===== src/sv/rbb_pkg.sv =====
// Shared types, constants and the rounding function of the rotated bounding box.
package rbb_pkg;

  localparam int QUEUE_DEPTH = 4;
  localparam int QPTR_W      = $clog2(QUEUE_DEPTH);
  localparam int QCNT_W      = $clog2(QUEUE_DEPTH + 1);
  localparam int CFG_IDX_W   = 8;

  // Configuration register indexes
  typedef enum logic [CFG_IDX_W-1:0] {
    REG_COS = 8'd0,
    REG_SIN = 8'd1
  } cfg_reg_e;

  // One rotated and rounded point, as it travels through the queue
  typedef struct packed {
    logic signed [32:0] x;
    logic signed [32:0] y;
    logic               last;
  } rot_point_t;

  localparam logic signed [65:0] HALF_Q30    = 66'sd536870912;
  localparam logic signed [65:0] HALF_Q30_M1 = 66'sd536870911;
  localparam logic signed [35:0] POS_LIMIT   = 36'sd4294967295;
  localparam logic signed [35:0] NEG_LIMIT   = -36'sd4294967296;

  // Round a Q30 sum to integer, ties away from zero, and saturate to 33 bits
  function automatic logic signed [32:0] round_sat(input logic signed [64:0] u);
    logic signed [65:0] adj;
    logic signed [35:0] r;
    logic signed [32:0] res;
    // a negative sum rounds as floor((u + 2^29 - 1) / 2^30)
    adj = {u[64], u} + (u[64] ? HALF_Q30_M1 : HALF_Q30);
    r   = adj[65:30];
    if (r > POS_LIMIT) begin
      res = POS_LIMIT[32:0];
    end else if (r < NEG_LIMIT) begin
      res = NEG_LIMIT[32:0];
    end else begin
      res = r[32:0];
    end
    return res;
  endfunction

endpackage


===== src/sv/rbb_queue.sv =====
// Short queue of rotated points between the front and back ends.
module rbb_queue
  import rbb_pkg::*;
(
  input  logic              clk,
  input  logic              rst,
  input  logic              push,
  input  rot_point_t        push_data,
  input  logic              pop,
  output rot_point_t        head,
  output logic              empty,
  output logic [QCNT_W-1:0] count
);

  rot_point_t        entries [QUEUE_DEPTH];
  logic [QPTR_W-1:0] wr_ptr;
  logic [QPTR_W-1:0] rd_ptr;

  // Write the new entry
  always_ff @(posedge clk) begin
    if (push) begin
      entries[wr_ptr] <= push_data;
    end
  end

  // Advance pointers and the fill count
  always_ff @(posedge clk) begin
    if (rst) begin
      wr_ptr <= '0;
      rd_ptr <= '0;
      count  <= '0;
    end else begin
      if (push) begin
        wr_ptr <= wr_ptr + QPTR_W'(1);
      end
      if (pop) begin
        rd_ptr <= rd_ptr + QPTR_W'(1);
      end
      count <= count + QCNT_W'(push) - QCNT_W'(pop);
    end
  end

  assign head  = entries[rd_ptr];
  assign empty = (count == '0);

  a_no_overflow: assert property (@(posedge clk) disable iff (rst)
    push |-> (count != QCNT_W'(QUEUE_DEPTH)))
    else $error("queue push while full");

  a_no_underflow: assert property (@(posedge clk) disable iff (rst)
    pop |-> !empty)
    else $error("queue pop while empty");

  a_count_bound: assert property (@(posedge clk) disable iff (rst)
    count <= QCNT_W'(QUEUE_DEPTH))
    else $error("queue count beyond depth");

endmodule


===== config.mk =====
export PLATFORM = sky130hd
export DESIGN_NAME = rbb_queue
export DESIGN_NICKNAME = d
export VERILOG_FILES = /design/src/sv/rbb_pkg.sv /design/src/sv/rbb_queue.sv
export SDC_FILE = /design/constraint.sdc
export NUM_CORES = 1
export LEC_CHECK = 0
export BUFFER_PORTS_ARGS = -buffer_cell sky130_fd_sc_hd__buf_2
export CORE_MARGIN = 2
export CORE_UTILIZATION = 35
export CTS_CLUSTER_SIZE = 24
export DETAILED_ROUTE_END_ITERATION = 6
export SETUP_SLACK_MARGIN = 0.5
export SLEW_MARGIN = 30
export SYNTH_ARGS = -nofsm -noshare
export SYNTH_HDL_FRONTEND = slang
export SYNTH_SLANG_ARGS = --single-unit

===== constraint.sdc =====
create_clock -name clk -period 2.54 [get_ports clk]
set_input_delay 0 -clock clk [delete_from_list [all_inputs] [get_ports clk]]
set_output_delay 0 -clock clk [all_outputs]
set_load 0.05 [all_outputs]

==> results.sh, run 1 <==
export IMPL_status="complete, no violations"
export IMPL_power_density_nw_per_um2=824
export IMPL_skew_ps=5.75
export IMPL_firstDrtPassIters=4
export IMPL_drtAntennaViolNets=0
export IMPL_routedWlPerCell_um=19.5
export IMPL_antenna_found_initial=1
export IMPL_synth_area_leaders="edfxtp_1 (79%), mux4_2 (15%), dfxtp_1 (1.8%)"
export IMPL_initial_core_util_pct=35.4
export IMPL_whs_ps=222
export IMPL_cp_top_family="multiplexers"
export IMPL_synth_top_area_share_pct=79.4
export IMPL_io_buffers=141
export IMPL_die_h_um=174
export IMPL_cts_tree="yes"
export IMPL_ys_ff_latch=277
export IMPL_netlist_instances=391
export IMPL_postSynthAreaPerCell_um2=25.9
export IMPL_synthToLayoutAreaGrowth_pct=32.9
export IMPL_leakage_nw=4.62
export IMPL_clk_pin_slew_ps=60
export IMPL_required_ps=2540
export IMPL_slowest_delay_ps=530
export IMPL_finalCoreUtilization_pct=47.0
export IMPL_finalSetupTns_ps=0
export IMPL_cts_buffers=29
export IMPL_yosysWarnings=0
export IMPL_rsz0062_at_grt="true"
export IMPL_first_global_vias=5393
export IMPL_cp_slowest_cell="mux4_2"
export IMPL_slew_limit_headroom_pct=71.9
export IMPL_grt_max_degree=37
export IMPL_wl_mm=20.5
export IMPL_period_needed_ps=1990
export IMPL_ir_drop_v=0.000644
export IMPL_finalNonFillerCells=1051
export IMPL_worst_pin_slew_ps=422
export IMPL_min_path_type="primary input to flip-flop"
export IMPL_overflow=0
export IMPL_post_place_ws_ps=787
export IMPL_io_pins=142
export IMPL_drc_errors=0
export IMPL_die_w_um=174
export IMPL_setup_viol_count_final=0
export IMPL_critical_path_buf_inv_count=3
export IMPL_cts_buffer_depth=3
export IMPL_finish_instance_area_um2=13500
export IMPL_drt_iter0_markers=276
export IMPL_hpwl_mm=11.8
export IMPL_critPathMaxFanout=6
export IMPL_syn_nets=469
export IMPL_finalCritPeriodShare_pct=78.5
export IMPL_synth_cell_types=21
export IMPL_worst_slack_ps=546
export IMPL_path_cells="buf_8 -> clkbuf_16 -> mux4_2 -> buf_6"
export IMPL_drv_slew=0
export IMPL_cts_sinks=277
export IMPL_post_dp_cell_area_um2=11400
export IMPL_gp_congestion=0.694
export IMPL_drv_cap=0
export IMPL_vias=4874
export IMPL_startpoint_type="flip-flop"
export IMPL_finalPower_mw=11.1
export IMPL_grtUsageTotal_pct=13.5
export IMPL_fmaxAchievable_ghz=0.501
export IMPL_grt_pass1_wl_mm=31.2
export IMPL_die_area_um2=30300
export IMPL_routed_via_density=4.64
export IMPL_clk_insertion_delay_late_ps=530
export IMPL_crit_type="flip-flop to output port"
export IMPL_core_area_um2=28600
export IMPL_row_count=62
export IMPL_drive_above_1_share_pct=42.5
export IMPL_critPathArrivalTime_ps=1990
export IMPL_place_inst=913
export IMPL_syn_area_um2=10100
export IMPL_end_kind="output port"
export IMPL_synth_area_leader_cell="edfxtp_1"
export IMPL_htree_levels=1
export IMPL_root_buffer="clkbuf_16"
export IMPL_fin_nets=722
export IMPL_seq_area_frac_synth_pct=81.2
export IMPL_hold_viol=0
[cells by family after synthesis]
kind of cell | Yosys count | share of synthesized area, %
mux | 68 | 15.0
buf+inv | 21 | 1.65
flops | 277 | 81.2
compound gates | 2 | 0.148
simple gates | 13 | 0.679
fa+ha+maj | 7 | 0.938
xor+xnor | 3 | 0.407
[layer usage]
metal  vias up  global-route usage [%]  share of wire, %
li1       2184                       -                 -
met1      2530                    17.1                43
met2       133                    23.3                50
met3        27                    3.46               5.9
met4         0                    3.12               1.4
met5         -                       0                 0
[registers in the layout (all words and copies together), names as in the netlist, named ones only]
name     count
entries    268
count        3
rd_ptr       2
wr_ptr       2
[cell usage after synthesis]
| cell | count |
|---|---|
| nor3_1 | 1 |
| edfxtp_1 | 268 |
| buf_1 | 3 |
| buf_6 | 1 |
| a21oi_1 | 1 |
| xor3_1 | 1 |
| a21bo_2 | 1 |
| mux2i_1 | 1 |
| nor2_1 | 5 |
| nand3b_1 | 1 |
| mux4_2 | 67 |
| nor2b_1 | 2 |
| dfxtp_1 | 9 |
| ha_1 | 6 |
| buf_4 | 3 |
| fa_1 | 1 |
| xnor2_1 | 2 |
| inv_1 | 6 |
| buf_12 | 4 |
| buf_2 | 4 |
| and2_1 | 4 |
[report_power, final]
| group | internal [mW] | total (mW) | switching [mW] |
|---|---|---|---|
| Sequential | 5.25 | 5.32 | 0.0665 |
| Clock | 2.28 | 3.91 | 1.63 |
| Combinational | 0.736 | 1.87 | 1.14 |
[layout by cell type (no fill, tap or decap), drive strengths merged, types with 5 or more instances in the layout]
cell type / Yosys / final
edfxtp: 268 / 268
buf: 15 / 163
dlygate4sd3: 0 / 70
mux4: 67 / 67
clkbuf: 0 / 38
clkinv: 0 / 17
dfxtp: 9 / 9
inv: 6 / 6
ha: 6 / 6
nor2: 5 / 5
[final cells by class]
type,instances,area (um2)
Clock inverter,19,141
Sequential cell,277,8240
Fill cell,2348,15200
Multi-Input combinational cell,93,1750
Inverter,6,22.5
Tap cell,384,480
Timing Repair Buffer,237,2090
Clock buffer,34,744
Antenna cell,1,2.50
[what timing repair did]
| item | in CTS | in global routing |
|---|---|---|
| cloned | 1 | 4 |
| gates resized for setup | 25 | 87 |
| endpoints found under the setup margin | 66 | 63 |
| hold endpoints to repair | 277 | 0 |
| hold buffers | 70 | 0 |
| buffers inserted | 8 | 1 |
[worst register-to-register path: cells and delay by family, from the launching register on]
family,cells,cell delay (ps)
fa+ha+maj,1,160
buf+inv,2,410
flops,1,360
simple gates,1,420
[worst paths after layout]
| check | start | endpoint | slack, ps | cells after the start |
|---|---|---|---|---|
| hold / removal | push_data[5] | entries[1][5] | 220 | 2 |
| hold reg to reg | rd_ptr[1] | flip-flop | 550 | 2 |
| setup / recovery | flip-flop | head[45] | 550 | 4 |
| setup reg to reg | wr_ptr[0] | entries[2][8] | 880 | 4 |
Power figures use the tool's default switching activity.
==> run 2: changes to the inputs <==
==> constraint.sdc (replaced) <==
create_clock -name clk -period 1.89 [get_ports clk]
set_input_delay 0 -clock clk [delete_from_list [all_inputs] [get_ports clk]]
set_output_delay 0 -clock clk [all_outputs]
set_load 0.05 [all_outputs]
==> results.sh, run 2 (synthesized netlist as in run 1, its figures left out) <==
export IMPL_ir_drop_v=0.000975
export IMPL_status="finished with violations"
export IMPL_finalSetupTns_ps=-3690
export IMPL_core_area_um2=28600
export IMPL_drv_slew=0
export IMPL_cp_slowest_cell="mux4_2"
export IMPL_min_path_type="primary input to flip-flop"
export IMPL_antenna_found_initial=0
export IMPL_die_area_um2=30300
export IMPL_antennaDiodeCount=0
export IMPL_skew_ps=6.85
export IMPL_firstDrtPassIters=4
export IMPL_crit_type="flip-flop to output port"
export IMPL_io_buffers=141
export IMPL_period_needed_ps=1990
export IMPL_vias=4869
export IMPL_overflow=0
export IMPL_routed_via_density=4.64
export IMPL_cts_buffers=28
export IMPL_required_ps=1890
export IMPL_reg_largest_list="entries (268), count (3)"
export IMPL_registers_top_by_ff_count="entries"
export IMPL_hpwl_mm=11.1
export IMPL_worst_slack_ps=-96.3
export IMPL_end_kind="output port"
export IMPL_path_cells="buf_12 -> buf_12 -> buf_16 -> mux4_2 -> buf_8"
export IMPL_clk_pin_slew_ps=60
export IMPL_finalPower_mw=15.4
export IMPL_slowest_delay_ps=520
export IMPL_fmaxAchievable_ghz=0.503
export IMPL_die_h_um=174
export IMPL_hold_viol=0
export IMPL_gp_congestion=0.690
export IMPL_post_place_ws_ps=366
export IMPL_critPathArrivalTime_ps=1990
export IMPL_grt_max_degree=40
export IMPL_slew_limit_headroom_pct=82.2
export IMPL_leakage_nw=4.78
export IMPL_startpoint_type="flip-flop"
export IMPL_cts_tree="yes"
export IMPL_critPathMaxFanout=7
export IMPL_mostFrequentLayoutCells="edfxtp_1 (268), buf_2 (73), dlygate4sd3_1 (70)"
export IMPL_fin_nets=725
export IMPL_grtUsageTotal_pct=13.3
export IMPL_drive_above_1_share_pct=44.8
export IMPL_finalCritPeriodShare_pct=105
export IMPL_row_count=62
export IMPL_die_w_um=174
export IMPL_fillers=2301
export IMPL_drtAntennaViolNets=0
export IMPL_setup_viol_count_final=63
export IMPL_power_density_nw_per_um2=1100
export IMPL_cpMostUsedCell="buf_12"
export IMPL_htree_levels=1
export IMPL_first_global_vias=5514
export IMPL_worst_pin_slew_ps=267
export IMPL_wl_mm=20.1
export IMPL_initial_core_util_pct=35.4
export IMPL_cts_sinks=277
export IMPL_final_common_cell="edfxtp_1"
export IMPL_largest_register_ffs=268
export IMPL_drv_cap=0
export IMPL_io_pins=142
export IMPL_drt_iter0_markers=410
export IMPL_grt_pass1_wl_mm=31.0
export IMPL_root_buffer="clkbuf_16"
export IMPL_drc_errors=0
export IMPL_synthToLayoutAreaGrowth_pct=38.3
export IMPL_routedWlPerCell_um=19.2
export IMPL_clk_insertion_delay_late_ps=530
export IMPL_violations="setup timing"
export IMPL_whs_ps=216
export IMPL_cts_buffer_depth=3
export IMPL_rsz0062_at_grt="true"
run 2: changes by cell type in the layout (fill, tap and decap cells not counted), moves of 7 or more:
cell	delta
buf_12	+7
buf_4	-10
buf_16	+8
buf_2	-24
buf_6	+24
run 2: metal layers:
metal	vias up	track usage, %	wire length [um]
met5	-	0	0
met4	0	3.15	357
met3	33	3.06	1190
met2	137	23.6	10100
met1	2512	16.7	8490
li1	2187	-	-
run 2: path summary, 6_finish.rpt:
kind / startpoint / to / slack, ps / cells after the start
worst min-delay path: push_data[12] / entries[1][12] / 220 / 2
worst max register to register: count[0] / count[1] / 380 / 6
worst max-delay path: flip-flop / head[22] / -100 / 5
worst min register to register: rd_ptr[0] / flip-flop / 540 / 2
run 2: repair_timing:
| action | in CTS | in global routing |
|---|---|---|
| setup buffers | 8 | 0 |
| hold buffers | 70 | 0 |
| gates cloned | 7 | 3 |
| endpoints found under the setup margin | 69 | 130 |
| gates resized for setup | 148 | 3 |
| endpoints found under the hold margin | 277 | 0 |
run 2: final cells by class:
| cell class | count | area [um2] | area share [%] |
|---|---|---|---|
| Clock buffer | 35 | 748 | 5.34 |
| Clock inverter | 13 | 163 | 1.16 |
| Inverter | 6 | 27.5 | 0.196 |
| Multi-Input combinational cell | 93 | 1830 | 13.1 |
| Sequential cell | 277 | 8250 | 58.8 |
| Tap cell | 384 | 480 | 3.43 |
| Timing Repair Buffer | 241 | 2520 | 18.0 |
run 2: through the flow:
step                util [%]  std cells  cell area (um2)
floorplan                  -        391            10200
global placement        40.3        913            11500
detailed placement      40.3        913            11500
CTS                     48.6       1046            13900
global route            49.0       1049            14000
finish                  49.0       1049            14000
run 2: worst max-delay path: cells and delay by family (launching register included):
kind,cells,cell delay (ps)
buffers and inverters,4,540
muxes,1,520
DFF,1,380
run 2: power by group:
group	switching (mW)	total, mW	leakage, nW	internal [mW]
Clock	2.14	5.46	0.443	3.32
Sequential	0.0908	7.15	2.54	7.06
Combinational	1.58	2.79	1.79	1.21
