File: src/sv/rbb_pkg.sv
// Shared types, constants and the rounding function of the rotated bounding box.
package rbb_pkg;

  localparam int QUEUE_DEPTH = 4;
  localparam int QPTR_W      = $clog2(QUEUE_DEPTH);
  localparam int QCNT_W      = $clog2(QUEUE_DEPTH + 1);
  localparam int CFG_IDX_W   = 8;

  // Configuration register indexes
  typedef enum logic [CFG_IDX_W-1:0] {
    REG_COS = 8'd0,
    REG_SIN = 8'd1
  } cfg_reg_e;

  // One rotated and rounded point, as it travels through the queue
  typedef struct packed {
    logic signed [32:0] x;
    logic signed [32:0] y;
    logic               last;
  } rot_point_t;

  localparam logic signed [65:0] HALF_Q30    = 66'sd536870912;
  localparam logic signed [65:0] HALF_Q30_M1 = 66'sd536870911;
  localparam logic signed [35:0] POS_LIMIT   = 36'sd4294967295;
  localparam logic signed [35:0] NEG_LIMIT   = -36'sd4294967296;

  // Round a Q30 sum to integer, ties away from zero, and saturate to 33 bits
  function automatic logic signed [32:0] round_sat(input logic signed [64:0] u);
    logic signed [65:0] adj;
    logic signed [35:0] r;
    logic signed [32:0] res;
    // a negative sum rounds as floor((u + 2^29 - 1) / 2^30)
    adj = {u[64], u} + (u[64] ? HALF_Q30_M1 : HALF_Q30);
    r   = adj[65:30];
    if (r > POS_LIMIT) begin
      res = POS_LIMIT[32:0];
    end else if (r < NEG_LIMIT) begin
      res = NEG_LIMIT[32:0];
    end else begin
      res = r[32:0];
    end
    return res;
  endfunction

endpackage

File: src/sv/rbb_back.sv
// Back end: folds rotated points into the running box and emits it on the last point.
module rbb_back
  import rbb_pkg::*;
(
  input  logic               clk,
  input  logic               rst,
  input  rot_point_t         head,
  input  logic               empty,
  output logic               pop,
  output logic               box_valid,
  input  logic               box_stall,
  output logic signed [32:0] box_min_x,
  output logic signed [32:0] box_min_y,
  output logic signed [32:0] box_max_x,
  output logic signed [32:0] box_max_y
);

  logic               have_first;
  logic signed [32:0] run_min_x, run_min_y, run_max_x, run_max_y;
  logic signed [32:0] min_x_next, min_y_next, max_x_next, max_y_next;
  logic               slot_free;

  // Pop a point unless it closes a set and the output slot is still full
  always_comb begin
    slot_free = !box_valid || !box_stall;
    pop       = !empty && (!head.last || slot_free);
  end

  // Merge the head point into the bounds; the first point seeds them
  always_comb begin
    if (!have_first) begin
      min_x_next = head.x;
      max_x_next = head.x;
      min_y_next = head.y;
      max_y_next = head.y;
    end else begin
      min_x_next = (head.x < run_min_x) ? head.x : run_min_x;
      max_x_next = (head.x > run_max_x) ? head.x : run_max_x;
      min_y_next = (head.y < run_min_y) ? head.y : run_min_y;
      max_y_next = (head.y > run_max_y) ? head.y : run_max_y;
    end
  end

  // Track whether a set is open
  always_ff @(posedge clk) begin
    if (rst) begin
      have_first <= 1'b0;
    end else if (pop) begin
      have_first <= !head.last;
    end
  end

  always_ff @(posedge clk) begin
    if (pop) begin
      run_min_x <= min_x_next;
      run_max_x <= max_x_next;
      run_min_y <= min_y_next;
      run_max_y <= max_y_next;
    end
  end

  // Output register: load on the last point, drop once transferred
  always_ff @(posedge clk) begin
    if (rst) begin
      box_valid <= 1'b0;
    end else if (pop && head.last) begin
      box_valid <= 1'b1;
    end else if (!box_stall) begin
      box_valid <= 1'b0;
    end
  end

  always_ff @(posedge clk) begin
    if (pop && head.last) begin
      box_min_x <= min_x_next;
      box_min_y <= min_y_next;
      box_max_x <= max_x_next;
      box_max_y <= max_y_next;
    end
  end

endmodule

File: config.mk
export PLATFORM = sky130hd
export DESIGN_NAME = rbb_back
export DESIGN_NICKNAME = d
export VERILOG_FILES = /design/src/sv/rbb_pkg.sv /design/src/sv/rbb_back.sv
export SDC_FILE = /design/constraint.sdc
export NUM_CORES = 1
export LEC_CHECK = 0
export BUFFER_PORTS_ARGS = -buffer_cell sky130_fd_sc_hd__buf_2
export CORE_ASPECT_RATIO = 1.1
export CORE_UTILIZATION = 62
export DETAILED_ROUTE_END_ITERATION = 8
export PLACE_DENSITY_LB_ADDON = 0.15
export SYNTH_ARGS = -nofsm -noshare
export SYNTH_HDL_FRONTEND = slang
export SYNTH_SLANG_ARGS = --single-unit
File: constraint.sdc
create_clock -name clk -period 32.1 [get_ports clk]
set_clock_uncertainty 0.15 [all_clocks]
set_input_delay 3.21 -clock clk [delete_from_list [all_inputs] [get_ports clk]]
set_output_delay 3.21 -clock clk [all_outputs]
set_load 0.1 [all_outputs]
==> results of run 1 <==
[cells by family after synthesis]
logic type | count (synthesis)
compound gates | 310
simple gates | 402
mux | 67
fa+ha+maj | 130
flops | 266
buf+inv | 292
[worst max path at each step]
stage | from | cells after the start | to
after global routing | box_stall | 4 | pop
after CTS | box_stall | 4 | pop
after detailed placement | box_stall | 4 | pop
after floorplan | head[0] | 2 | box_max_x[0]$_DFFE_PP_
final | box_stall | 4 | pop
after global placement | box_stall | 4 | pop
[sequential cells by signal (all words and copies together), names as in the netlist]
name        flops
box_min_x      33
have_first      1
run_min_x      33
run_max_y      33
run_max_x      33
box_valid       1
box_max_y      33
box_max_x      33
run_min_y      33
box_min_y      33
[cell type report]
class	instances	area, um^2
clock buffer	34	744.5
sequential	266	7971
fill	1788	6808
clock inverter	19	232.7
antenna	4	10.01
multi-input combinational	909	6698
tap	310	387.9
timing repair buffer	214	1096
inverter	200	750.7
[critical path: stages]
cell,delay (ns)
buf_2,0.16
a31oi_4,0.18
buf_4,0.55
buf_2,0.54
[synthesized netlist by cell type, drive strengths merged (5+ instances only)]
library cell | number | area share, %
nor4 | 5 | 0.20
o21ai | 14 | 0.45
buf | 29 | 1.1
nand3 | 73 | 2.4
and3 | 62 | 2.5
nand4 | 22 | 0.87
edfxtp | 264 | 50
inv | 200 | 4.8
nand2 | 82 | 2.0
clkbuf | 63 | 1.5
a21o | 28 | 1.3
nor2 | 74 | 1.8
ha | 130 | 10
nand2b | 68 | 2.7
mux2i | 30 | 1.9
o221ai | 68 | 3.9
a21oi | 109 | 3.5
and4 | 5 | 0.28
mux2 | 37 | 2.7
a221oi | 64 | 3.6
[power by group]
part | leakage, nW | internal, mW | switching (mW)
registers | 2.53 | 0.424 | 0.0165
logic | 4.70 | 0.0756 | 0.186
clock network | 0.481 | 0.206 | 0.137
total | 7.71 | 0.705 | 0.340
[per-stage QoR]
| stage | hold WS, ns | std cells | setup slack, ns |
|---|---|---|---|
| after global routing | 0.4547 | 1953 | 23.99 |
| after CTS | 0.4485 | 1952 | 24.06 |
| after floorplan | 0.4120 | 1467 | 15.72 |
| final | 0.4476 | 1956 | 24.06 |
| after detailed placement | 0.4351 | 1899 | 24.05 |
| after global placement | 0.4296 | 1899 | 24.09 |
[routing by layer]
metal / up-vias / GRT usage [%] / share of wire [%]
li1: 5754 / - / -
met1: 5691 / 33.65 / 41
met2: 427 / 48.20 / 50
met3: 83 / 4.147 / 5.9
met4: 2 / 12.13 / 3.6
met5: - / 0 / 0.039
==> impl_metrics.tcl, run 1 <==
set metrics [dict create \
    powerDensity_nw_per_um2 58.44 \
    synthAdderAreaFrac_pct 10.34 \
    cts_tree "built" \
    ys_async_sr_fraction_pct 0 \
    drt_iter0_drc 896 \
    grt.overflow.total 0 \
    core_area_um2 24700 \
    relSlewSlack_pct 25.54 \
    post_dp_cell_area_um2 16900 \
    cts_sinks 266 \
    ys_seq_area_share_pct 50.64 \
    cp_max_fo 44 \
    timing.final.crit_share_pct 25.06 \
    track_usage_pct 27.48 \
    postCtsHoldBufs 0 \
    drc 0 \
    worstPathRequired_ns 28.74 \
    drt_first_pass_iters 8 \
    grt_pass1_wl_mm 57.53 \
    fin_crit_ns 8.043 \
    r2r_start "run_min_y[32]$_DFFE_PP_" \
    portBuffers 204 \
    synth_edf_count 264 \
    synth_top_family_by_area "compound AO/OA/AOI/OAI gates" \
    antenna_found_initial 4 \
    ys_warn_count 0 \
    worstSetupPathType "input pin to output port" \
    finalNetCount 1821 \
    gp_congestion 0.8391 \
    grt_pass1_vias 11680 \
    synthesis.area_um2 15740 \
    leakage_nw 7.711 \
    clk_pin_slew_ns 0.06 \
    drt_wl_total_mm 35.83 \
    cap_violations 0 \
    drive_gt1_share_pct 18.88 \
    postLayoutCellArea_um2 17890 \
    r2r_slack_ns 28.20 \
    rows 60 \
    finalSetupTns_ns 0 \
    cts_made_buffers 29 \
    max_freq_mhz 124.3 \
    avgSynthCellArea_um2 10.73 \
    top_level_ports 205 \
    die-width_um 153.9 \
    synth-simple-area-share_pct 13.05 \
    crit_path_start_kind "input pin" \
    hold_end "box_max_y[2]$_DFFE_PP_" \
    status "complete, no violations" \
    peakVddDrop_mv 0.04882 \
    grt_setup_unrepaired "no" \
    cts_setup_buffers 0 \
    clockBufferDepth 3 \
    tightest_slew_ns 1.117 \
    finalSetupViolCount 0 \
    reg2reg_depth 8 \
    hold_depth 1 \
    synthFlopType "edfxtp_1" \
    synth_compound_area_share_pct 14.07 \
    syn-num-nets 1668 \
    dp_hpwl_mm 23.71 \
    synth-seq-cells 266 \
    post_cts_resize_count 0 \
    dieArea_um2 26020 \
    final_cell_mix "edfxtp_1 (264), buf_2 (204), inv_1 (200), ha_1 (128), a21oi_1 (108)" \
    hold_path.startpoint "run_max_y[2]$_DFFE_PP_" \
    vias 11960 \
    via_per_inst 6.113 \
    synth_xor_area_share_pct 0 \
    crit_path_end_kind "output port" \
    ys_types 50 \
    area_delta_synth_final_pct 13.70 \
    r2r_end "box_min_y[3]$_DFFE_PP_" \
    root_buffer "clkbuf_16" \
    htree_levels 1 \
    antenna_left 0 \
    synth_mux_area_share_pct 4.580 \
    fp.dieH_um 169.1 \
    slew_violations 0 \
    finalPower_mw 1.045 \
    post-route-util_pct 72.44 \
    mostFrequentLayoutCell "edfxtp_1" \
    grt_max_degree 133 \
    wl_per_cell_um 18.32 \
    hp-class "flop to flop" \
    clk_latency_ns 0.55 \
    synth_cells 1467 \
    finalHoldViolations 0 \
    start_util_pct 63.71 \
    arrival_ns 4.68 \
]
Note: power is estimated with default switching activity, not from simulation.
==> run 2: changes to the inputs <==
--- a/config.mk
+++ b/config.mk
@@ -5,9 +5,10 @@
 export SDC_FILE = /design/constraint.sdc
 export NUM_CORES = 1
 export LEC_CHECK = 0
+export ABC_AREA = 1
 export BUFFER_PORTS_ARGS = -buffer_cell sky130_fd_sc_hd__buf_2
 export CORE_ASPECT_RATIO = 1.1
-export CORE_UTILIZATION = 62
+export CORE_UTILIZATION = 52
 export DETAILED_ROUTE_END_ITERATION = 8
 export PLACE_DENSITY_LB_ADDON = 0.15
 export SYNTH_ARGS = -nofsm -noshare
==> constraint.sdc (replaced) <==
create_clock -name clk -period 7.2 [get_ports clk]
set_clock_uncertainty 0.15 [all_clocks]
set_input_delay 0.72 -clock clk [delete_from_list [all_inputs] [get_ports clk]]
set_output_delay 0.72 -clock clk [all_outputs]
set_load 0.1 [all_outputs]
==> run 2 against run 1 <==
Effect of this change: total power grew to 4.1 times the previous value; clock power grew to 4.1 times the previous value; critical endpoint is now run_max_x[16]$_DFFE_PP_; wire length is 6.3% lower; register-to-register slack worse by 25 ns; worst hold slack worse by 0.24 ns; synthesized cell count is 5.9% lower; combinational power grew to 3.7 times the previous value.
==> impl_metrics.tcl, run 2 <==
set metrics [dict create \
    start_util_pct 53.51 \
    ys_types 25 \
    reg2reg_depth 13 \
    arrival_ns 3.82 \
    wl_per_cell_um 17.30 \
    finalNetCount 1767 \
    syn-num-nets 1581 \
    root_buffer "clkbuf_16" \
    status "complete, no violations" \
    via_per_inst 5.316 \
    tightest_slew_ns 0.9890 \
    yosys.cell_count.top_type "nand2_1" \
    area_delta_synth_final_pct 14.54 \
    slew_violations 0 \
    fin_crit_ns 3.691 \
    yosysTopAreaCell "edfxtp_1" \
    htree_levels 1 \
    die-width_um 159.1 \
    relSlewSlack_pct 34.06 \
    leakage_nw 7.626 \
    finalNonFillerCells 1939 \
    grt_pass1_vias 10110 \
    vias 10310 \
    hold_depth 2 \
    drc 0 \
    dpl.cell_count 1889 \
    synth_edf_count 264 \
    cts_tree "built" \
    track_usage_pct 24.10 \
    synthesis.area_um2 14110 \
    drive_gt1_share_pct 20.68 \
    synth_common_cells "nand2_1 (401), edfxtp_1 (264), inv_1 (191), nand4_1 (134), ha_1 (130)" \
    postCtsHoldBufs 0 \
    max_freq_mhz 270.9 \
    portBuffers 204 \
    gp_congestion 0.8046 \
    grt_max_degree 79 \
    hold_path.startpoint "rst" \
    final_cell_mix "nand2_1 (401), edfxtp_1 (264), buf_2 (204), inv_1 (189), nand4_1 (134)" \
    r2r_end "run_max_x[16]$_DFFE_PP_" \
    finalSetupViolCount 0 \
    hold_end "have_first$_SDFFE_PP0P_" \
    synth_cells 1380 \
    crit_path_start_kind "flop" \
    antenna_found_initial 2 \
    finalSetupTns_ns 0 \
    cts_made_buffers 27 \
    timing.final.crit_share_pct 51.27 \
    ys_warn_count 0 \
    powerDensity_nw_per_um2 265.0 \
    yosysTopAreaCellShare_pct 56.18 \
    drt_wl_total_mm 33.55 \
    grt_setup_unrepaired "no" \
    dp_hpwl_mm 21.77 \
    grt_pass1_wl_mm 53.10 \
    fp.dieH_um 174.8 \
    r2r_start "run_max_x[8]$_DFFE_PP_" \
    ys_async_sr_fraction_pct 0 \
    cap_violations 0 \
    whs_ns 0.2072 \
    drt_first_pass_iters 4 \
    synth_area_leaders "edfxtp_1 (56%), ha_1 (12%), nand2_1 (11%), nand4_1 (5.9%), inv_1 (5.1%)" \
    ys_seq_area_share_pct 56.46 \
    post_cts_resize_count 0 \
    core_area_um2 26380 \
    worstSetupPathType "flop to flop" \
    hp-class "input pin to flop" \
    antenna_left 0 \
    cts_setup_buffers 0 \
    drt_iter0_drc 590 \
    cp_max_fo 34 \
    clk_pin_slew_ns 0.06 \
    clockBufferDepth 3 \
    grt.overflow.total 0 \
    finalPower_mw 4.283 \
    avgSynthCellArea_um2 10.23 \
    cts_sinks 266 \
    clk_latency_ns 0.53 \
    top_level_ports 205 \
    peakVddDrop_mv 0.1806 \
    r2r_slack_ns 3.51 \
    worstPathRequired_ns 7.32 \
    dieArea_um2 27800 \
    mostFrequentLayoutCell "nand2_1" \
    synth-seq-cells 266 \
    finalHoldViolations 0 \
    synthFlopType "edfxtp_1" \
    rows 62 \
    crit_path_end_kind "flop" \
]
-- run 2: cell types whose count changed after synthesis, sizes merged, moves of 62 or more --
| cell | change |
|---|---|
| nand2 | +384 |
| nand4 | +112 |
| nand2b | -68 |
| o221ai | -68 |
| a221oi | -64 |
| and3 | -62 |
-- run 2: kinds of logic after synthesis --
logic type / count (synthesis) / synth area share, %
AO/OA/AOI/OAI: 67 / 2.571
adder cells (fa/ha/maj): 130 / 11.53
AND/OR/NAND/NOR: 675 / 22.10
flip-flops: 266 / 56.46
buffers and inverters: 242 / 7.341
-- run 2: per-layer routing --
layer	vias to the layer above	track usage, %	wire length (um)	part of all wire (%)
met4	2	8.133	1089	3.2
met2	343	42.09	16340	49
li1	5068	-	-	-
met3	70	3.181	2104	6.3
met5	-	0	12	0.036
met1	4825	30.94	14010	42
-- run 2: area by class of cell --
| type | instances | area (um^2) |
|---|---|---|
| clock buffer | 29 | 683.2 |
| multi-input combinational | 872 | 5109 |
| antenna | 1 | 2.502 |
| inverter | 191 | 725.7 |
| tap | 352 | 440.4 |
| timing repair buffer | 208 | 1051 |
| sequential | 266 | 7971 |
| fill | 2243 | 10210 |
| clock inverter | 20 | 181.4 |
-- run 2: power by group --
part           switching, mW  internal (mW)
clock network          0.599          0.792
logic                  0.752          0.206
registers             0.0631           1.87
-- run 2: critical path: stages (launching register included) --
cell,delay (ns)
edfxtp_1,0.36
inv_1,0.05
ha_1,0.28
nand2_1,0.08
nor2_1,0.27
nand2_1,0.09
nand2_1,0.08
nand2_1,0.05
nand2_1,0.11
nand2_1,0.10
nand3_2,0.57
nand3_2,0.87
nand2_1,0.26
nand2_1,0.09
-- run 2: stage by stage --
step / utilization, % / worst slack [ns] / area (um^2)
after floorplan: - / 1.150 / 14120
after global placement: 58.00 / 3.063 / 15300
after detailed placement: 58.00 / 3.047 / 15300
after CTS: 61.28 / 3.486 / 16160
after global routing: 61.29 / 3.212 / 16160
final: 61.29 / 3.509 / 16160
-- run 2: worst max-delay path by stage --
stage / from / cells past startpoint / to
after CTS: run_max_x[8]$_DFFE_PP_ / 13 / run_max_x[16]$_DFFE_PP_
after floorplan: box_valid$_SDFFE_PP0P_ / 6 / box_max_x[0]$_DFFE_PP_
after detailed placement: head[42] / 13 / run_max_x[3]$_DFFE_PP_
after global placement: head[42] / 13 / box_max_x[31]$_DFFE_PP_
after global routing: run_max_y[8]$_DFFE_PP_ / 13 / box_max_y[8]$_DFFE_PP_
final: run_max_x[8]$_DFFE_PP_ / 13 / run_max_x[16]$_DFFE_PP_
